File: config.mk
export PLATFORM = sky130hd
export DESIGN_NAME = tus_sqrt
export DESIGN_NICKNAME = d
export VERILOG_FILES = /design/src/rtl/core/tus_pkg.sv /design/src/rtl/core/tus_sqrt.sv
export SDC_FILE = /design/constraint.sdc
export NUM_CORES = 1
export LEC_CHECK = 0
export ABC_AREA = 1
export BUFFER_PORTS_ARGS = -buffer_cell sky130_fd_sc_hd__buf_2
export CAP_MARGIN = 10
export CORE_MARGIN = 2
export CORE_UTILIZATION = 40
export CTS_BUF_LIST = sky130_fd_sc_hd__clkbuf_4 sky130_fd_sc_hd__clkbuf_8
export DETAILED_ROUTE_END_ITERATION = 8
export GPL_ROUTABILITY_DRIVEN = 0
export PLACE_DENSITY = 0.53
export SLEW_MARGIN = 0
export SYNTH_ARGS = -nofsm -noshare
export SYNTH_HDL_FRONTEND = slang
export SYNTH_SLANG_ARGS = --single-unit
File: constraint.sdc
create_clock -name clock -period 4 [get_ports clock]
set_clock_uncertainty 0.05 [all_clocks]
set_input_delay 0.4 -clock clock [delete_from_list [all_inputs] [get_ports clock]]
set_output_delay 0.4 -clock clock [all_outputs]
set_load 0.005 [all_outputs]
File: src/rtl/core/tus_pkg.sv
// Package for the triangle uniform subdivider: sizes, types and constants.
// No dependencies; every module of the block imports it.
package tus_pkg;

   localparam int MaxDiv    = 8;
   localparam int CoordW    = 32;
   localparam int DivW      = 4;
   localparam int RowW      = 4;
   localparam int PtW       = 6;
   localparam int NumPts    = (MaxDiv + 1) * (MaxDiv + 2) / 2;
   localparam int NumDenoms = MaxDiv;
   localparam int LenW      = 27;
   localparam int PerW      = 29;

   localparam logic [LenW-1:0] LenCap   = 27'd67108864;
   localparam logic [PerW-1:0] AutoBias = 29'd2621440;   // 40 in Q16.16
   localparam logic [PerW-1:0] AutoStep = 29'd5242880;   // 80 in Q16.16

   typedef logic signed [CoordW-1:0] coord_type;

   typedef struct packed {
      coord_type x;
      coord_type y;
      coord_type z;
   } point_type;

   typedef enum logic [3:0] {
      ST_IDLE,
      ST_SQ,
      ST_SQRT,
      ST_AUTO,
      ST_LAT,
      ST_EMIT
   } state_type;

   // Index of lattice point (i, j) in row-major order of a count-n lattice.
   function automatic logic [PtW-1:0] pt_index(input logic [RowW-1:0] i,
                                               input logic [RowW-1:0] j,
                                               input logic [RowW-1:0] n);
      logic [PtW+2:0] base;
      base = ({5'd0, i} * ({5'd0, n} + 9'd2) * 9'd2 - {5'd0, i} - {5'd0, i} * {5'd0, i})
             >> 1;
      return PtW'(base + {5'd0, j});
   endfunction

endpackage

File: src/rtl/core/tus_sqrt.sv
// Iterative integer square root, two radicand bits per cycle.
// Depends on tus_pkg; used for the edge lengths of automatic mode.
module tus_sqrt (
   input  logic            clock,
   input  logic            reset,
   input  logic            start,
   input  logic [55:0]     radicand,
   output logic            done,
   output logic [27:0]     root
);
   import tus_pkg::*;

   logic [55:0] v_ff, v_in;
   logic [27:0] r_ff, r_in;
   logic [57:0] acc_ff, acc_in;
   logic [4:0]  cnt_ff, cnt_in;
   logic        busy_ff, busy_in;
   logic        done_ff, done_in;
   logic [57:0] sh;
   logic [57:0] trial;

   // Classic digit-by-digit root: bring down two bits, try 4r+1.
   always_comb begin
      v_in    = v_ff;
      r_in    = r_ff;
      acc_in  = acc_ff;
      cnt_in  = cnt_ff;
      busy_in = busy_ff;
      done_in = 1'b0;
      sh      = {acc_ff[55:0], v_ff[55:54]};
      trial   = sh - {28'd0, r_ff, 2'b01};
      if (start) begin
         v_in    = radicand;
         r_in    = '0;
         acc_in  = '0;
         cnt_in  = 5'd28;
         busy_in = 1'b1;
      end else if (busy_ff) begin
         v_in = {v_ff[53:0], 2'b00};
         if (!trial[57]) begin
            acc_in = trial;
            r_in   = {r_ff[26:0], 1'b1};
         end else begin
            acc_in = sh;
            r_in   = {r_ff[26:0], 1'b0};
         end
         cnt_in = cnt_ff - 5'd1;
         if (cnt_ff == 5'd1) begin
            busy_in = 1'b0;
            done_in = 1'b1;
         end
      end
   end

   always_ff @(posedge clock) begin
      if (reset) begin
         busy_ff <= 1'b0;
         done_ff <= 1'b0;
         cnt_ff  <= '0;
      end else begin
         busy_ff <= busy_in;
         done_ff <= done_in;
         cnt_ff  <= cnt_in;
      end
      v_ff   <= v_in;
      r_ff   <= r_in;
      acc_ff <= acc_in;
   end

   assign done = done_ff;
   assign root = r_ff;
endmodule
==> flow_summary.toml <==
[setup_path]
cpPeakStageDelay_ns = 0.68
crit_chain = "inv_1, ha_1, nand2_1, inv_1, a21oi_1, o21a_1, nand2_2, nor2_4, nand3_2, nand2_4, nand2_1, nand3_1, o21ai_1"
crit_start = "root[25]"
critPathRequiredTime_ns = 4.27
ff2ff_setup_slack_ns = 0.62
cp-start-kind = "flip-flop"
critPathSlowestCell = "nand2_4"
path_class = "reg -> reg"
critPathBufInv = 2
reg2reg_depth = 13
r2r_end = "acc_ff[26]"
r2r-start = "root[25]"
crit_cells = 13
path_max_fanout = 40
cp.arrival_ns = 3.65
endpoint = "acc_ff[26]"
critPathTopFamily = "simple AND/OR/NAND/NOR gates"
critPathCaptureType = "flip-flop"

[synth]
synth.yosys.seq_area_share = 0.3643
synthTopCellsByArea = "nand2_1 28%, dfxtp_1 19%, edfxtp_1 17%"
synthCells = 1501
synth_area_per_cell_um2 = 6.407
ys_types = 41
ys.flop_type = "dfxtp_1"
synth-edff-count = 56
ys_seq_elements = 147
synth_area_mm2 = 0.009617
syn-num-nets = 1591
synth_common_cells = "710 x nand2_1, 190 x inv_1, 95 x nor2_1"
yosysMostFrequentCell = "nand2_1"
async_flop_share = 0
synth_top_area_share = 0.2771
yosysTopAreaCell = "nand2_1"
synth_warnings = 0

[sta]
rsz0062_at_grt = "no"
finalSetupTns_ns = 0
worst_slew_pin_slew_ns = 1.094
final.min_clock_period_ns = 3.377
setup_viol = 0
finalCritPeriodShare = 0.8444
max_freq_mhz = 296.1
hold_violations = 0
max_slew_margin = 0.2708
drv_slew = 0

[layout]
multi_input_area_mm2 = 0.005134
drive_above_1_share = 0.1074
seqCellArea_mm2 = 0.003503
num_antenna_cells = 0
nets = 1660
area_delta_synth_final_pct = 11.10
fillCellCount = 2579

[status]
status = "finished clean"

[global_route]
grt_pass1_wl_um = 45160
antenna_found_initial = 0
grt_use_met1 = 0.3045
grt_pass1_vias = 8755
grt-ovfl-total = 0
grt_busiest_layer = "met2"
met3_usage = 0.05184
grt.met2_usage = 0.3415
grt_start_max_net_pins = 82
grtUsageTotal = 0.2204

[route]
drtIter0Drc = 518
ant_nets = 0
num_vias = 9167
routed_wl_um = 27380
routedWlPerCell_um = 14.39
via_per_inst = 4.820
firstDrtPassIters = 5
drc_errors = 0

[power]
p_sw_frac = 0.5528
switching_power_mw = 5.255
p_int_mw = 4.251
p_total_mw = 9.506
power_frac_comb = 0.653
power_frac_seq = 0.216
power_density_mw_per_mm2 = 889.7
leakagePower_nw = 5.672
irDropWorstVdd_uv = 661.3
clockPowerShare = 0.131

[clocking]
cts.clk_slew.worst_paths_ns = 0.11
h-tree-depth = 4
postCtsSetupBuffers = 0
clock_latency_ns = 0.47
cts_root_buffer = "clkbuf_8"
cts_hold_buf = 0
clk_path_buf_depth = 2
cts_inserted_buffers = 17
cts_tree = "built"
cts_resized = 0
cts.sinks = 147

[floorplanning]
die_area_mm2 = 0.02530
die_w_um = 159.1
num_io_pins = 88
core_mm2 = 0.02354
start_util = 0.4085
row_count = 56
die_y_um = 159.1

[job]
cap_violations = 0

[place]
place.port_buffers = 87
hpwl_um = 20330

[min_path]
hold_start = "reset"
hold_class = "in -> reg"
==> kinds of logic after synthesis <==
logic type	Yosys count	share of synthesized area
fa+ha+maj	31	0.04033
simple gates	968	0.4196
buf+inv	248	0.1034
flops	147	0.3643
compound gates	81	0.04866
xor+xnor	26	0.02368
==> final cells by class <==
class	instances	share of cell area
repair buffers	92	0.04427
clock inverters	14	0.01487
clock buffers	18	0.02260
inverters	206	0.07249
well taps	319	0.03736
multi-input cells	1106	0.4805
flip-flops and latches	147	0.3279
==> worst min-delay path by stage <==
stage,endpoint,slack [ns],cells after the start
3_5_place_dp,cnt_ff[4],0.42,2
6_report,cnt_ff[4],0.05,2
2_1_floorplan,acc_ff[54],0.38,2
3_3_place_gp,cnt_ff[4],0.41,2
4_1_cts,cnt_ff[4],0.03,2
5_1_grt,cnt_ff[4],0.04,2
==> power by group through the flow <==
stage               Clock [mW]  Combinational, mW  Sequential [mW]
CTS                       1.28               6.18             2.05
floorplan                    0               4.91             1.99
detailed placement           0               6.14             2.08
finish                    1.24               6.21             2.05
global placement             0               6.16             2.09
global route              1.35               7.04             2.08
==> routing by layer <==
metal | up-vias | wire length (um) | part of all wire
met5 | - | 0 | 0
met4 | 0 | 570 | 0.021
met3 | 37 | 1724 | 0.063
met2 | 243 | 11670 | 0.43
met1 | 4072 | 13410 | 0.49
li1 | 4815 | - | -
==> registers in the layout, indices dropped and copies added, names as in the netlist <==
| name | cells |
|---|---|
| busy_ff | 1 |
| done | 1 |
| acc_ff | 56 |
| root | 28 |
| cnt_ff | 5 |
| v_ff | 56 |
==> cells in the final DEF, fill, tap and decap left out, types with 2 or more instances in the layout <==
cell,n
a21oi_1,29
a31oi_1,4
and2_1,6
buf_2,87
buf_4,5
clkbuf_8,17
dfxtp_1,91
edfxtp_1,56
ha_1,31
inv_1,189
inv_2,15
inv_4,2
inv_6,4
inv_8,5
nand2_1,710
nand2_2,4
nand2_4,5
nand3_1,87
nand3_2,4
nand3b_1,6
nand4_1,22
nor2_1,93
nor2_2,4
nor2_4,9
nor3_1,7
nor4_1,7
o21ai_0,4
o21ai_1,7
o21bai_1,5
o22ai_1,28
xnor2_1,3
xor2_1,23
==> metrics by stage <==
| step | area [um2] | worst slack [ns] | instances | utilization | hold WS [ns] |
|---|---|---|---|---|---|
| after global placement | 10280 | 0.7798 | 1870 | 0.4368 | 0.4053 |
| after detailed placement | 10280 | 0.7144 | 1870 | 0.4368 | 0.4167 |
| final | 10680 | 0.6226 | 1902 | 0.4538 | 0.04852 |
| after global routing | 10680 | 0.2704 | 1902 | 0.4538 | 0.03837 |
| after CTS | 10680 | 0.6930 | 1902 | 0.4538 | 0.02548 |
| after floorplan | 9617 | 0.8687 | 1501 | - | 0.3774 |
Power figures use the tool's default switching activity.
