==> src/rtl/core/tus_pkg.sv <==
// Package for the triangle uniform subdivider: sizes, types and constants.
// No dependencies; every module of the block imports it.
package tus_pkg;

   localparam int MaxDiv    = 8;
   localparam int CoordW    = 32;
   localparam int DivW      = 4;
   localparam int RowW      = 4;
   localparam int PtW       = 6;
   localparam int NumPts    = (MaxDiv + 1) * (MaxDiv + 2) / 2;
   localparam int NumDenoms = MaxDiv;
   localparam int LenW      = 27;
   localparam int PerW      = 29;

   localparam logic [LenW-1:0] LenCap   = 27'd67108864;
   localparam logic [PerW-1:0] AutoBias = 29'd2621440;   // 40 in Q16.16
   localparam logic [PerW-1:0] AutoStep = 29'd5242880;   // 80 in Q16.16

   typedef logic signed [CoordW-1:0] coord_type;

   typedef struct packed {
      coord_type x;
      coord_type y;
      coord_type z;
   } point_type;

   typedef enum logic [3:0] {
      ST_IDLE,
      ST_SQ,
      ST_SQRT,
      ST_AUTO,
      ST_LAT,
      ST_EMIT
   } state_type;

   // Index of lattice point (i, j) in row-major order of a count-n lattice.
   function automatic logic [PtW-1:0] pt_index(input logic [RowW-1:0] i,
                                               input logic [RowW-1:0] j,
                                               input logic [RowW-1:0] n);
      logic [PtW+2:0] base;
      base = ({5'd0, i} * ({5'd0, n} + 9'd2) * 9'd2 - {5'd0, i} - {5'd0, i} * {5'd0, i})
             >> 1;
      return PtW'(base + {5'd0, j});
   endfunction

endpackage

==> src/rtl/core/tus_divider.sv <==
// Iterative signed divider, rounding to nearest with ties away from zero.
// Depends on tus_pkg; one quotient bit per cycle.
module tus_divider (
   input  logic                      clock,
   input  logic                      reset,
   input  logic                      start,
   input  logic signed [39:0]        numer,
   input  logic [tus_pkg::RowW-1:0]  denom,
   output logic                      done,
   output logic signed [39:0]        quot
);
   import tus_pkg::*;

   logic [40:0] rem_ff, rem_in;
   logic [40:0] num_ff, num_in;
   logic [39:0] q_ff, q_in;
   logic [5:0]  cnt_ff, cnt_in;
   logic        neg_ff, neg_in;
   logic        busy_ff, busy_in;
   logic        done_ff, done_in;
   logic [3:0]  den_ff, den_in;
   logic [40:0] trial;
   logic [40:0] mag;

   // Magnitude plus half the divisor, then restoring long division.
   always_comb begin
      mag     = numer[39] ? 41'(-{numer[39], numer}) : 41'({numer[39], numer});
      rem_in  = rem_ff;
      num_in  = num_ff;
      q_in    = q_ff;
      cnt_in  = cnt_ff;
      neg_in  = neg_ff;
      busy_in = busy_ff;
      den_in  = den_ff;
      done_in = 1'b0;
      trial   = {rem_ff[39:0], num_ff[40]} - 41'(den_ff);
      if (start) begin
         num_in  = mag + 41'(denom >> 1);
         rem_in  = '0;
         cnt_in  = 6'd41;
         neg_in  = numer[39];
         den_in  = denom;
         busy_in = 1'b1;
      end else if (busy_ff) begin
         num_in = {num_ff[39:0], 1'b0};
         if (!trial[40]) begin
            rem_in = trial;
            q_in   = {q_ff[38:0], 1'b1};
         end else begin
            rem_in = {rem_ff[39:0], num_ff[40]};
            q_in   = {q_ff[38:0], 1'b0};
         end
         cnt_in = cnt_ff - 6'd1;
         if (cnt_ff == 6'd1) begin
            busy_in = 1'b0;
            done_in = 1'b1;
         end
      end
   end

   always_ff @(posedge clock) begin
      if (reset) begin
         busy_ff <= 1'b0;
         done_ff <= 1'b0;
         cnt_ff  <= '0;
      end else begin
         busy_ff <= busy_in;
         done_ff <= done_in;
         cnt_ff  <= cnt_in;
      end
      rem_ff <= rem_in;
      num_ff <= num_in;
      q_ff   <= q_in;
      neg_ff <= neg_in;
      den_ff <= den_in;
   end

   assign done = done_ff;
   assign quot = neg_ff ? -$signed(q_ff) : $signed(q_ff);
endmodule

==> config.mk <==
export PLATFORM = sky130hd
export DESIGN_NAME = tus_divider
export DESIGN_NICKNAME = d
export VERILOG_FILES = /design/src/rtl/core/tus_pkg.sv /design/src/rtl/core/tus_divider.sv
export SDC_FILE = /design/constraint.sdc
export NUM_CORES = 1
export LEC_CHECK = 0
export BUFFER_PORTS_ARGS = -buffer_cell sky130_fd_sc_hd__buf_2
export CORE_MARGIN = 1
export CORE_UTILIZATION = 50
export DETAILED_ROUTE_END_ITERATION = 8
export MAX_ROUTING_LAYER = met4
export PLACE_DENSITY = 0.69
export SLEW_MARGIN = 20
export SYNTH_ARGS = -nofsm -noshare
export SYNTH_HDL_FRONTEND = slang
export SYNTH_SLANG_ARGS = --single-unit
export TNS_END_PERCENT = 5
==> constraint.sdc <==
create_clock -name clock -period 4.35 [get_ports clock]
set_clock_uncertainty 0.15 [all_clocks]
set_input_delay 0.2175 -clock clock [delete_from_list [all_inputs] [get_ports clock]]
set_output_delay 0.2175 -clock clock [all_outputs]
set_load 0.1 [all_outputs]
==> out/metrics.csv, run 1 <==
stage,metric,value,unit
final_layout,non-filler instance count after layout,1269,
global_routing,initial antenna violation count,0,
clock_network,# clock sinks,134,
floorplan,die area,17800,um2
route,vias per inst,5.84,
timing,Hold Slack,65.6,ps
route,WL per Instance,15.9,um
synth,top_reg_cell synth,edfxtp_1,
synth,count of cell types in the netlist,67,
timing,RSZ-0062 raised after global routing,true,
route,routed via count,7410,
timing,setup TNS after final layout,-81.9,ps
clock_network,insertion delay to the later sink of the worst-skew pair,420,ps
synth,Yosys top cell area share,29.9,%
clock_network,"Reg clk slew, reported paths",60,ps
floorplan,CORE AREA,16700,um2
final_layout,multi-input logic area,4920,um2
critical_path,worst path arrival time,4050,ps
timing,achievable frequency,226,MHz
floorplan,Die Wd,133,um
timing,Tmin final,4420,ps
synth,number of flops mapped to enable cells by yosys,86,
final_layout,ant diodes,0,
final_layout,Area Growth Syn to Fin,21.8,%
timing,Worst-Margin Slew,866,ps
clock_network,clk buf depth,2,
synth,post-synth top area cell,edfxtp_1,
pwr,Max rail drop VDD,0.000299,V
pwr,Switch Pwr,1.29,mW
pwr,internal power,2.86,mW
synth,synthesized area,8640,um2
outcome,failing checks,negative setup slack,
synth,syn_nets,974,
worst_hold_path,HP Class,input port to flop,
final_layout,fraction of layout cells with a size suffix above 1,21.9,%
clock_network,CTS buffer count,17,
synth,top post-synthesis cells by area,"edfxtp_1 30%, dfxtp_1 11%, xnor2_1 8.7%",
final_layout,FF+latch area,3540,um2
critical_path,"Max FO, Critical Path",5,
route,DRC errors left,0,
synth,Cells after Synth,914,
route,final antenna-violating net count,0,
global_routing,Tot GR Track Use,23.9,%
placement,Cells after DPL,1221,
critical_path,Crit. End Element,output port,
floorplan,IO Pins,88,
final_layout,Fillers,1448,
synth,Synth Register Bits,134,
placement,HPWL Detailed,14200,um
timing,pins over their slew limit,0,
timing,Worst slew margin,41.5,%
critical_path,Crit Path Category,flop to output port,
placement,number of port buffers,87,
pwr,PwrDens,394,nW/um2
global_routing,global-route wire length before repair,33200,um
pwr,Comb power frac,25.4,%
synth,sequential share of the synthesized area,41.0,%
timing,post-route setup slack,-69.0,ps
critical_path,required time of the critical path,3980,ps
final_layout,NumNets Final,1096,
job,max_cap viols,0,
route,First-pass DRT Iterations,6,
pwr,sequential share of power,37.4,%
floorplan,initial core utilization,51.7,%
timing,"Period Utilization, post-route",102,%
route,total wire length,20200,um
floorplan,# rows,47,
critical_path,Worst Setup Start Kind,flop,
clock_network,H-tree Lvls,4,
synth,Yosys warnings,0,
floorplan,Die Span Y,133,um
timing,final hold viol count,0,
pwr,Clock power frac,37.2,%
synth,ys async rst share,0,%
pwr,Power Total,4.15,mW
placement,Final GP Congestion,0.951,
global_routing,remaining global-route overflow,0,
pwr,Sw Share,31.1,%
global_routing,pin count of the biggest net entering global routing,62,
route,initial drt markers,601,
global_routing,vias in the first global route,6670,
clock_network,CTS root buffer,clkbuf_16,
outcome,status,"complete, but fails checks",
clock_network,CTS tree,done,
synth,syn_area_per_cell,9.45,um2
timing,final setup violation count,2,
pwr,Lkg Pwr,3.71,nW
-- state kept, by name (all words and copies together) (netlist names) --
name / count
cnt_ff: 6
num_ff: 41
rem_ff: 40
q_ff: 40
neg_ff: 1
busy_ff: 1
done: 1
den_ff: 4
-- layer usage --
metal  track usage (%)  vias up  share of wire (%)
met1              31.9     3487                 48
met3              3.46       28                3.7
met2              36.9      186                 46
li1                  -     3709                  -
met4              8.84        0                1.9
met5                 -        -                  0
-- stage by stage --
step	utilization, %	cell area (um2)	worst slack (ps)
2_1_floorplan	-	8660	-96.8
3_3_place_gp	57.8	9660	80.6
3_5_place_dp	57.8	9660	-23.5
4_1_cts	62.8	10500	-49.6
5_1_grt	63.0	10500	-203
6_report	63.0	10500	-69.0
-- final timing paths --
check	to	cells after the start	slack, ps	from
max	quot[37]	8	-70	q_ff[15]$_DFFE_PP_
max reg2reg	rem_ff[30]$_SDFFE_PP0P_	8	890	rem_ff[30]$_SDFFE_PP0P_
min	rem_ff[3]$_SDFFE_PP0P_	2	70	start
min reg2reg	q_ff[2]$_DFFE_PP_	0	340	q_ff[1]$_DFFE_PP_
-- cell usage in the layout, fill, tap and decap left out, types with 30 or more instances in the layout --
master,count
edfxtp_1,86
o21ai_0,40
o31ai_1,30
buf_2,77
nand2_1,73
nor2_1,74
buf_4,55
nor3_1,36
xor2_1,36
dfxtp_1,47
xnor2_1,85
-- Yosys cell counts (9+ instances only) --
master and number:
a211oi_1 23, a21oi_1 17, a31oi_1 13, clkbuf_1 34, dfxtp_1 48, edfxtp_1 86, ha_1 11, inv_1 19
mux2_2 19, nand2_1 73, nand3_1 22, nand4_1 17, nor2_1 74, nor2b_1 12, nor3_1 36, nor4_1 23
o21ai_0 40, o31ai_1 32, o41ai_1 16, or2_2 9, or3_1 16, or4_1 35, xnor2_1 86, xor2_1 38
-- power groups by stage --
stage | combinational [mW] | clock (mW) | sequential [mW]
2_1_floorplan | 0.796 | 0 | 1.55
3_3_place_gp | 1.02 | 0 | 1.58
3_5_place_dp | 1.03 | 0 | 1.58
4_1_cts | 1.05 | 1.57 | 1.55
5_1_grt | 1.14 | 1.62 | 1.56
6_report | 1.05 | 1.54 | 1.55
-- cell families (layout without fill, tap and decap cells) --
group	after synthesis	after routing	synth area share (%)
simple gates	374	374	23.7
compound gates	183	183	14.8
flops	134	134	41.0
xor+xnor	124	124	12.6
buf+inv	66	201	3.23
mux	20	20	2.59
fa+ha+maj	13	13	2.06
-- cell type report --
type	count	area share [%]
Inverter	21	0.749
Sequential cell	134	33.7
Clock buffer	21	4.28
Timing Repair Buffer	148	10.2
Clock inverter	11	1.70
Tap cell	220	2.62
Multi-Input combinational cell	714	46.7
-- repair_timing --
action | 4_1_cts | 5_1_grt
pin swaps | 4 | 2
endpoints found under the setup margin | 9 | 9
resized for setup | 15 | 2
buffers inserted | 10 | 0
hold endpoints to repair | 12 | 0
hold buffers | 5 | 0
-- critical path, cell delays in order (launching register included) --
cell and delay [ps]:
edfxtp_1 410, or4_4 570, or4_4 540, or4_4 450, or4_4 430, or4_4 480
o41ai_4 240, xnor2_1 170, bufbuf_16 340
(Power assumes the default switching activity.)
==> run 2: changes to the inputs <==
--- a/config.mk
+++ b/config.mk
@@ -7,2 +7,3 @@
 export LEC_CHECK = 0
+export ABC_AREA = 0
 export BUFFER_PORTS_ARGS = -buffer_cell sky130_fd_sc_hd__buf_2
==> constraint.sdc (replaced) <==
create_clock -name clock -period 4.35 [get_ports clock]
set_clock_uncertainty 0.15 [all_clocks]
set_input_delay 0.435 -clock clock [delete_from_list [all_inputs] [get_ports clock]]
set_output_delay 0.435 -clock clock [all_outputs]
set_load 0.1 [all_outputs]
==> run 2 against run 1 <==
Compared with the run above: sequential cell count unchanged; final area increased by 2.2%; die area unchanged; cell count increased by 1.9%; worst setup slack got worse by 120 ps; combinational power about the same; sequential power about the same; the flow still finishes with violations (negative setup slack); core utilization increased by 1.4 points; largest power group is now the clock network.
==> out/metrics.csv, run 2 (synthesis results as in run 1) <==
stage,metric,value,unit
critical_path,required time of the critical path,3760,ps
clock_network,H-tree Lvls,4,
pwr,Switch Pwr,1.31,mW
route,total wire length,20200,um
route,WL per Instance,15.6,um
final_layout,Biggest register,num_ff,
floorplan,initial core utilization,51.7,%
timing,pins over their slew limit,0,
critical_path,Worst Setup Start Kind,flop,
final_layout,Fillers,1383,
floorplan,Die Span Y,133,um
outcome,status,"complete, but fails checks",
final_layout,most frequent cells in the layout,"86 x edfxtp_1, 84 x buf_4, 83 x xnor2_1, 76 x buf_2, 74 x nor2_1",
placement,DP Worst Slack,-58.6,ps
clock_network,CTS buffer count,17,
global_routing,global-route wire length before repair,33800,um
pwr,Comb power frac,25.6,%
final_layout,"most common cell after layout, fill and taps aside",edfxtp_1,
placement,number of port buffers,87,
floorplan,IO Pins,88,
global_routing,remaining global-route overflow,0,
timing,Worst-Margin Slew,849,ps
critical_path,worst path arrival time,3960,ps
pwr,sequential share of power,36.9,%
floorplan,Die Wd,133,um
critical_path,flop-to-flop setup slack,840,ps
global_routing,Tot GR Track Use,24.2,%
route,vias per inst,5.76,
pwr,Power Total,4.19,mW
final_layout,largest registers,"num_ff (41), q_ff (40), rem_ff (40)",
clock_network,insertion delay to the later sink of the worst-skew pair,420,ps
job,max_cap viols,0,
placement,Final GP Congestion,0.930,
clock_network,# clock sinks,134,
timing,achievable frequency,220,MHz
clock_network,clk buf depth,2,
timing,Tmin final,4540,ps
critical_path,Reg2Reg Launch Point,rem_ff[30]$_SDFFE_PP0P_,
floorplan,die area,17800,um2
floorplan,CORE AREA,16700,um2
final_layout,fraction of layout cells with a size suffix above 1,24.8,%
critical_path,R2R Path End,rem_ff[30]$_SDFFE_PP0P_,
route,DRC errors left,0,
final_layout,ant diodes,0,
critical_path,critical path endpoint,quot[37],
pwr,Clock power frac,37.4,%
route,final antenna-violating net count,0,
placement,HPWL Detailed,14500,um
timing,final hold viol count,0,
critical_path,crit path from,q_ff[10]$_DFFE_PP_,
critical_path,"Max FO, Critical Path",5,
outcome,failing checks,negative setup slack,
pwr,PwrDens,390,nW/um2
final_layout,Area Growth Syn to Fin,24.5,%
route,routed via count,7451,
timing,final setup violation count,9,
timing,"Period Utilization, post-route",104,%
route,First-pass DRT Iterations,5,
critical_path,Crit Path Category,flop to output port,
floorplan,# rows,47,
final_layout,NumNets Final,1120,
pwr,Sw Share,31.3,%
timing,RSZ-0062 raised after global routing,true,
critical_path,r2r worst-path depth,8,
timing,Worst slew margin,43.4,%
global_routing,pin count of the biggest net entering global routing,77,
worst_hold_path,HP Class,input port to flop,
global_routing,initial antenna violation count,0,
pwr,Lkg Pwr,3.84,nW
timing,post-route setup slack,-191,ps
pwr,internal power,2.88,mW
route,initial drt markers,522,
pwr,Max rail drop VDD,0.000267,V
clock_network,CTS root buffer,clkbuf_16,
global_routing,vias in the first global route,6874,
clock_network,CTS tree,done,
critical_path,Crit. End Element,output port,
final_layout,max reg flops,41,
clock_network,"Reg clk slew, reported paths",60,ps
[run 2: worst max-delay path, cell delays in order (launching register included)]
cell,delay [ps]
edfxtp_1,390
or4_4,560
or4_4,540
or4_4,440
or4_4,430
or4_4,470
o41ai_2,210
buf_4,160
xnor2_2,120
buf_12,200
[run 2: worst min path at each step]
stage / to / slack [ps] / start / cells past startpoint
final: den_ff[0]$_DFFE_PP_ / 40 / denom[0] / 1
after floorplan: q_ff[2]$_DFFE_PP_ / 290 / q_ff[1]$_DFFE_PP_ / 0
after detailed placement: q_ff[2]$_DFFE_PP_ / 330 / q_ff[1]$_DFFE_PP_ / 0
after CTS: den_ff[0]$_DFFE_PP_ / 20 / denom[0] / 1
after global placement: rem_ff[2]$_SDFFE_PP0P_ / 310 / rem_ff[2]$_SDFFE_PP0P_ / 2
after global routing: den_ff[0]$_DFFE_PP_ / 30 / denom[0] / 1
[run 2: what timing repair did]
item | in CTS | in global routing
endpoints found under the hold margin | 0 | 0
pin swaps | 2 | 5
hold buffers | 0 | 0
setup buffers | 0 | 6
endpoints found under the setup margin | 10 | 11
gates resized for setup | 13 | 6
[run 2: area by class of cell]
class	count	area (um2)	share of cell area, %
timing repair buffer	172	1250	11.6
sequential	134	3540	33.0
multi-input combinational	714	4940	46.0
clock inverter	10	135	1.26
tap	220	275	2.56
clock buffer	22	528	4.91
inverter	21	78.8	0.733
[run 2: metal layers]
layer  up-vias  global-route usage, %  routed length (um)
li1       3757                      -                   -
met1      3467                   32.3                9600
met2       201                   37.5                9440
met3        26                   3.84                 795
met4         0                   7.89                 332
met5         -                      -                   0
[run 2: metrics by stage]
step	setup TNS (ps)	instances	hold WS, ps	utilization (%)	area [um2]
2_1_floorplan	-1770	914	291	-	8670
3_3_place_gp	0	1254	314	59.5	9940
3_5_place_dp	-108	1254	326	59.5	9940
4_1_cts	-1570	1286	20.0	63.8	10700
5_1_grt	-2680	1293	25.1	64.4	10800
6_report	-1030	1293	41.3	64.4	10800
[run 2: power groups by stage]
| stage | sequential, mW | clock (mW) | combinational (mW) |
|---|---|---|---|
| after global placement | 1.57 | 0 | 1.05 |
| after CTS | 1.55 | 1.59 | 1.07 |
| after detailed placement | 1.57 | 0 | 1.06 |
| after floorplan | 1.55 | 0 | 0.798 |
| after global routing | 1.56 | 1.64 | 1.16 |
| final | 1.55 | 1.57 | 1.07 |
==> run 3: changes to the inputs <==
Settings changed: CORE_ASPECT_RATIO set to 0.5, CORE_MARGIN 1 to unset.
==> run 3 against run 2 <==
Compared with the run above: largest cell class unchanged; final area is 0.97% lower; first-iteration DRC count increased by 17%; sequential power hardly changed; core utilization decreased by 0.39 points; the flow still finishes with violations (negative setup slack); non-clock buffer count is 1 lower; sequential cell count did not move; critical path type unchanged; critical path depth is the same; worst hold slack gained 3.8 ps.
==> out/metrics.csv, run 3 (synthesis results as in run 1) <==
stage,metric,value,unit
floorplan,Die Wd,188,um
clock_network,CTS root buffer,clkbuf_16,
pwr,Max rail drop VDD,0.000276,V
timing,Tmin final,4550,ps
final_layout,fraction of layout cells with a size suffix above 1,24.3,%
timing,pins over their slew limit,0,
pwr,Switch Pwr,1.35,mW
worst_hold_path,Hold Path Origin,denom[0],
job,max_cap viols,0,
floorplan,IO Pins,88,
critical_path,flop-to-flop setup slack,890,ps
final_layout,Biggest register,num_ff,
clock_network,clk buf depth,2,
timing,Worst-Margin Slew,853,ps
final_layout,Area Growth Syn to Fin,23.3,%
clock_network,insertion delay to the later sink of the worst-skew pair,420,ps
global_routing,global-route wire length before repair,34900,um
global_routing,initial antenna violation count,0,
timing,final hold viol count,0,
placement,number of port buffers,87,
critical_path,Worst Setup Start Kind,flop,
timing,Hold Slack,45.1,ps
critical_path,crit path buf inv count,2,
floorplan,Die Span Y,94.9,um
critical_path,delay of the slowest critical-path stage,580,ps
critical_path,r2r worst-path depth,8,
pwr,Sw Share,33.4,%
pwr,PwrDens,380,nW/um2
pwr,Clock power frac,34.9,%
critical_path,crit-path most repeated cell,or4_4,
final_layout,most frequent cells in the layout,"86 x edfxtp_1, 83 x buf_4, 82 x xnor2_1, 76 x buf_2, 74 x nor2_1",
route,First-pass DRT Iterations,5,
worst_hold_path,hold path endpoint,den_ff[0]$_DFFE_PP_,
pwr,Lkg Pwr,3.78,nW
critical_path,Crit Path Category,flop to output port,
critical_path,kind of cell adding the most delay to the critical path,simple AND/OR/NAND/NOR gates,
timing,Worst slew margin,43.1,%
timing,"Period Utilization, post-route",105,%
critical_path,crit path max-delay cell type,or4_1,
clock_network,H-tree Lvls,4,
timing,post-route setup slack,-196,ps
global_routing,Tot GR Track Use,25.2,%
clock_network,CTS tree,done,
final_layout,"most common cell after layout, fill and taps aside",edfxtp_1,
critical_path,Crit. End Element,output port,
final_layout,ant diodes,0,
pwr,Power Total,4.05,mW
clock_network,"Reg clk slew, reported paths",60,ps
placement,Final GP Congestion,0.924,
pwr,Comb power frac,26.8,%
clock_network,number of hold buffers added after CTS,0,
worst_hold_path,hold path depth,1,
placement,Cells after DPL,1262,
critical_path,worst path arrival time,3960,ps
floorplan,# rows,33,
placement,HPWL Detailed,15200,um
route,vias per inst,5.87,
route,total wire length,21300,um
critical_path,required time of the critical path,3760,ps
floorplan,die area,17800,um2
pwr,internal power,2.70,mW
critical_path,CP Cell Sequence,or4_1 > or4_4 > or4_4 > or4_4 > or4_4 > o41ai_2 > buf_4 > xnor2_2 > buf_12,
global_routing,pin count of the biggest net entering global routing,77,
global_routing,vias in the first global route,6947,
critical_path,Reg2Reg Launch Point,rem_ff[30]$_SDFFE_PP0P_,
route,WL per Instance,16.4,um
final_layout,Fillers,1363,
worst_hold_path,HP Class,input port to flop,
critical_path,"Max FO, Critical Path",5,
outcome,failing checks,negative setup slack,
placement,DP Worst Slack,-73.5,ps
timing,setup TNS after final layout,-993,ps
pwr,sequential share of power,38.3,%
route,final antenna-violating net count,0,
timing,final setup violation count,7,
final_layout,largest registers,"num_ff (41), q_ff (40), rem_ff (40)",
timing,RSZ-0062 raised after global routing,true,
final_layout,non-filler instance count after layout,1299,
route,initial drt markers,609,
timing,achievable frequency,220,MHz
floorplan,initial core utilization,51.9,%
final_layout,multi-input logic area,4920,um2
final_layout,NumNets Final,1119,
global_routing,remaining global-route overflow,0,
route,routed via count,7631,
outcome,status,"complete, but fails checks",
critical_path,R2R Path End,rem_ff[30]$_SDFFE_PP0P_,
clock_network,# clock sinks,134,
route,DRC errors left,0,
final_layout,FF+latch area,3540,um2
floorplan,CORE AREA,16600,um2
clock_network,CTS buffer count,17,
final_layout,max reg flops,41,
==> run 3: cell count changes in the layout (fill, tap and decap cells not counted), sizes merged <==
| cell | before | now |
|---|---|---|
| clkbuf | 22 | 18 |
| inv | 20 | 23 |
| clkinvlp | 2 | 4 |
| buf | 172 | 171 |
| bufinv | 3 | 2 |
==> run 3: stage by stage <==
step / instance area [um2] / utilization (%)
after global routing: 10600 / 64.0
final: 10600 / 64.0
after global placement: 9950 / 59.8
after detailed placement: 9950 / 59.8
after CTS: 10600 / 63.8
after floorplan: 8670 / -
==> run 3: power by group through the flow <==
stage	Combinational, mW	Clock (mW)	Sequential (mW)
2_1_floorplan	0.798	0	1.55
3_3_place_gp	1.05	0	1.57
3_5_place_dp	1.07	0	1.58
4_1_cts	1.07	1.44	1.55
5_1_grt	1.17	1.48	1.56
6_report	1.08	1.41	1.55
==> run 3: routing by layer <==
metal | global-route usage, % | vias up | routed length (um)
met1 | 34.2 | 3585 | 10200
li1 | - | 3750 | -
met2 | 39.3 | 271 | 9520
met4 | 6.64 | 0 | 297
met5 | - | - | 0
met3 | 4.16 | 25 | 1250
==> run 3: how the worst max path moves through the flow <==
stage / from / to / slack (ps) / cells after the start
floorplan: q_ff[4]$_DFFE_PP_ / quot[33] / -240 / 8
global placement: numer[1] / num_ff[35]$_DFFE_PP_ / 30 / 11
detailed placement: numer[1] / num_ff[35]$_DFFE_PP_ / -70 / 11
CTS: q_ff[10]$_DFFE_PP_ / quot[37] / -200 / 9
global route: q_ff[10]$_DFFE_PP_ / quot[37] / -310 / 9
finish: q_ff[15]$_DFFE_PP_ / quot[37] / -200 / 9
==> run 3: repair_timing <==
item | in CTS | in global routing
setup buffers | 4 | 0
resized for setup | 12 | 3
pin swaps | 2 | 2
cloned | 0 | 0
setup endpoints to repair | 9 | 10
==> run 3: layout make-up <==
class | count | share of cell area, %
clock inverters | 14 | 1.42
well taps | 227 | 2.67
inverters | 21 | 0.740
flip-flops and latches | 134 | 33.3
repair buffers | 171 | 11.6
clock buffers | 18 | 4.03
multi-input cells | 714 | 46.2
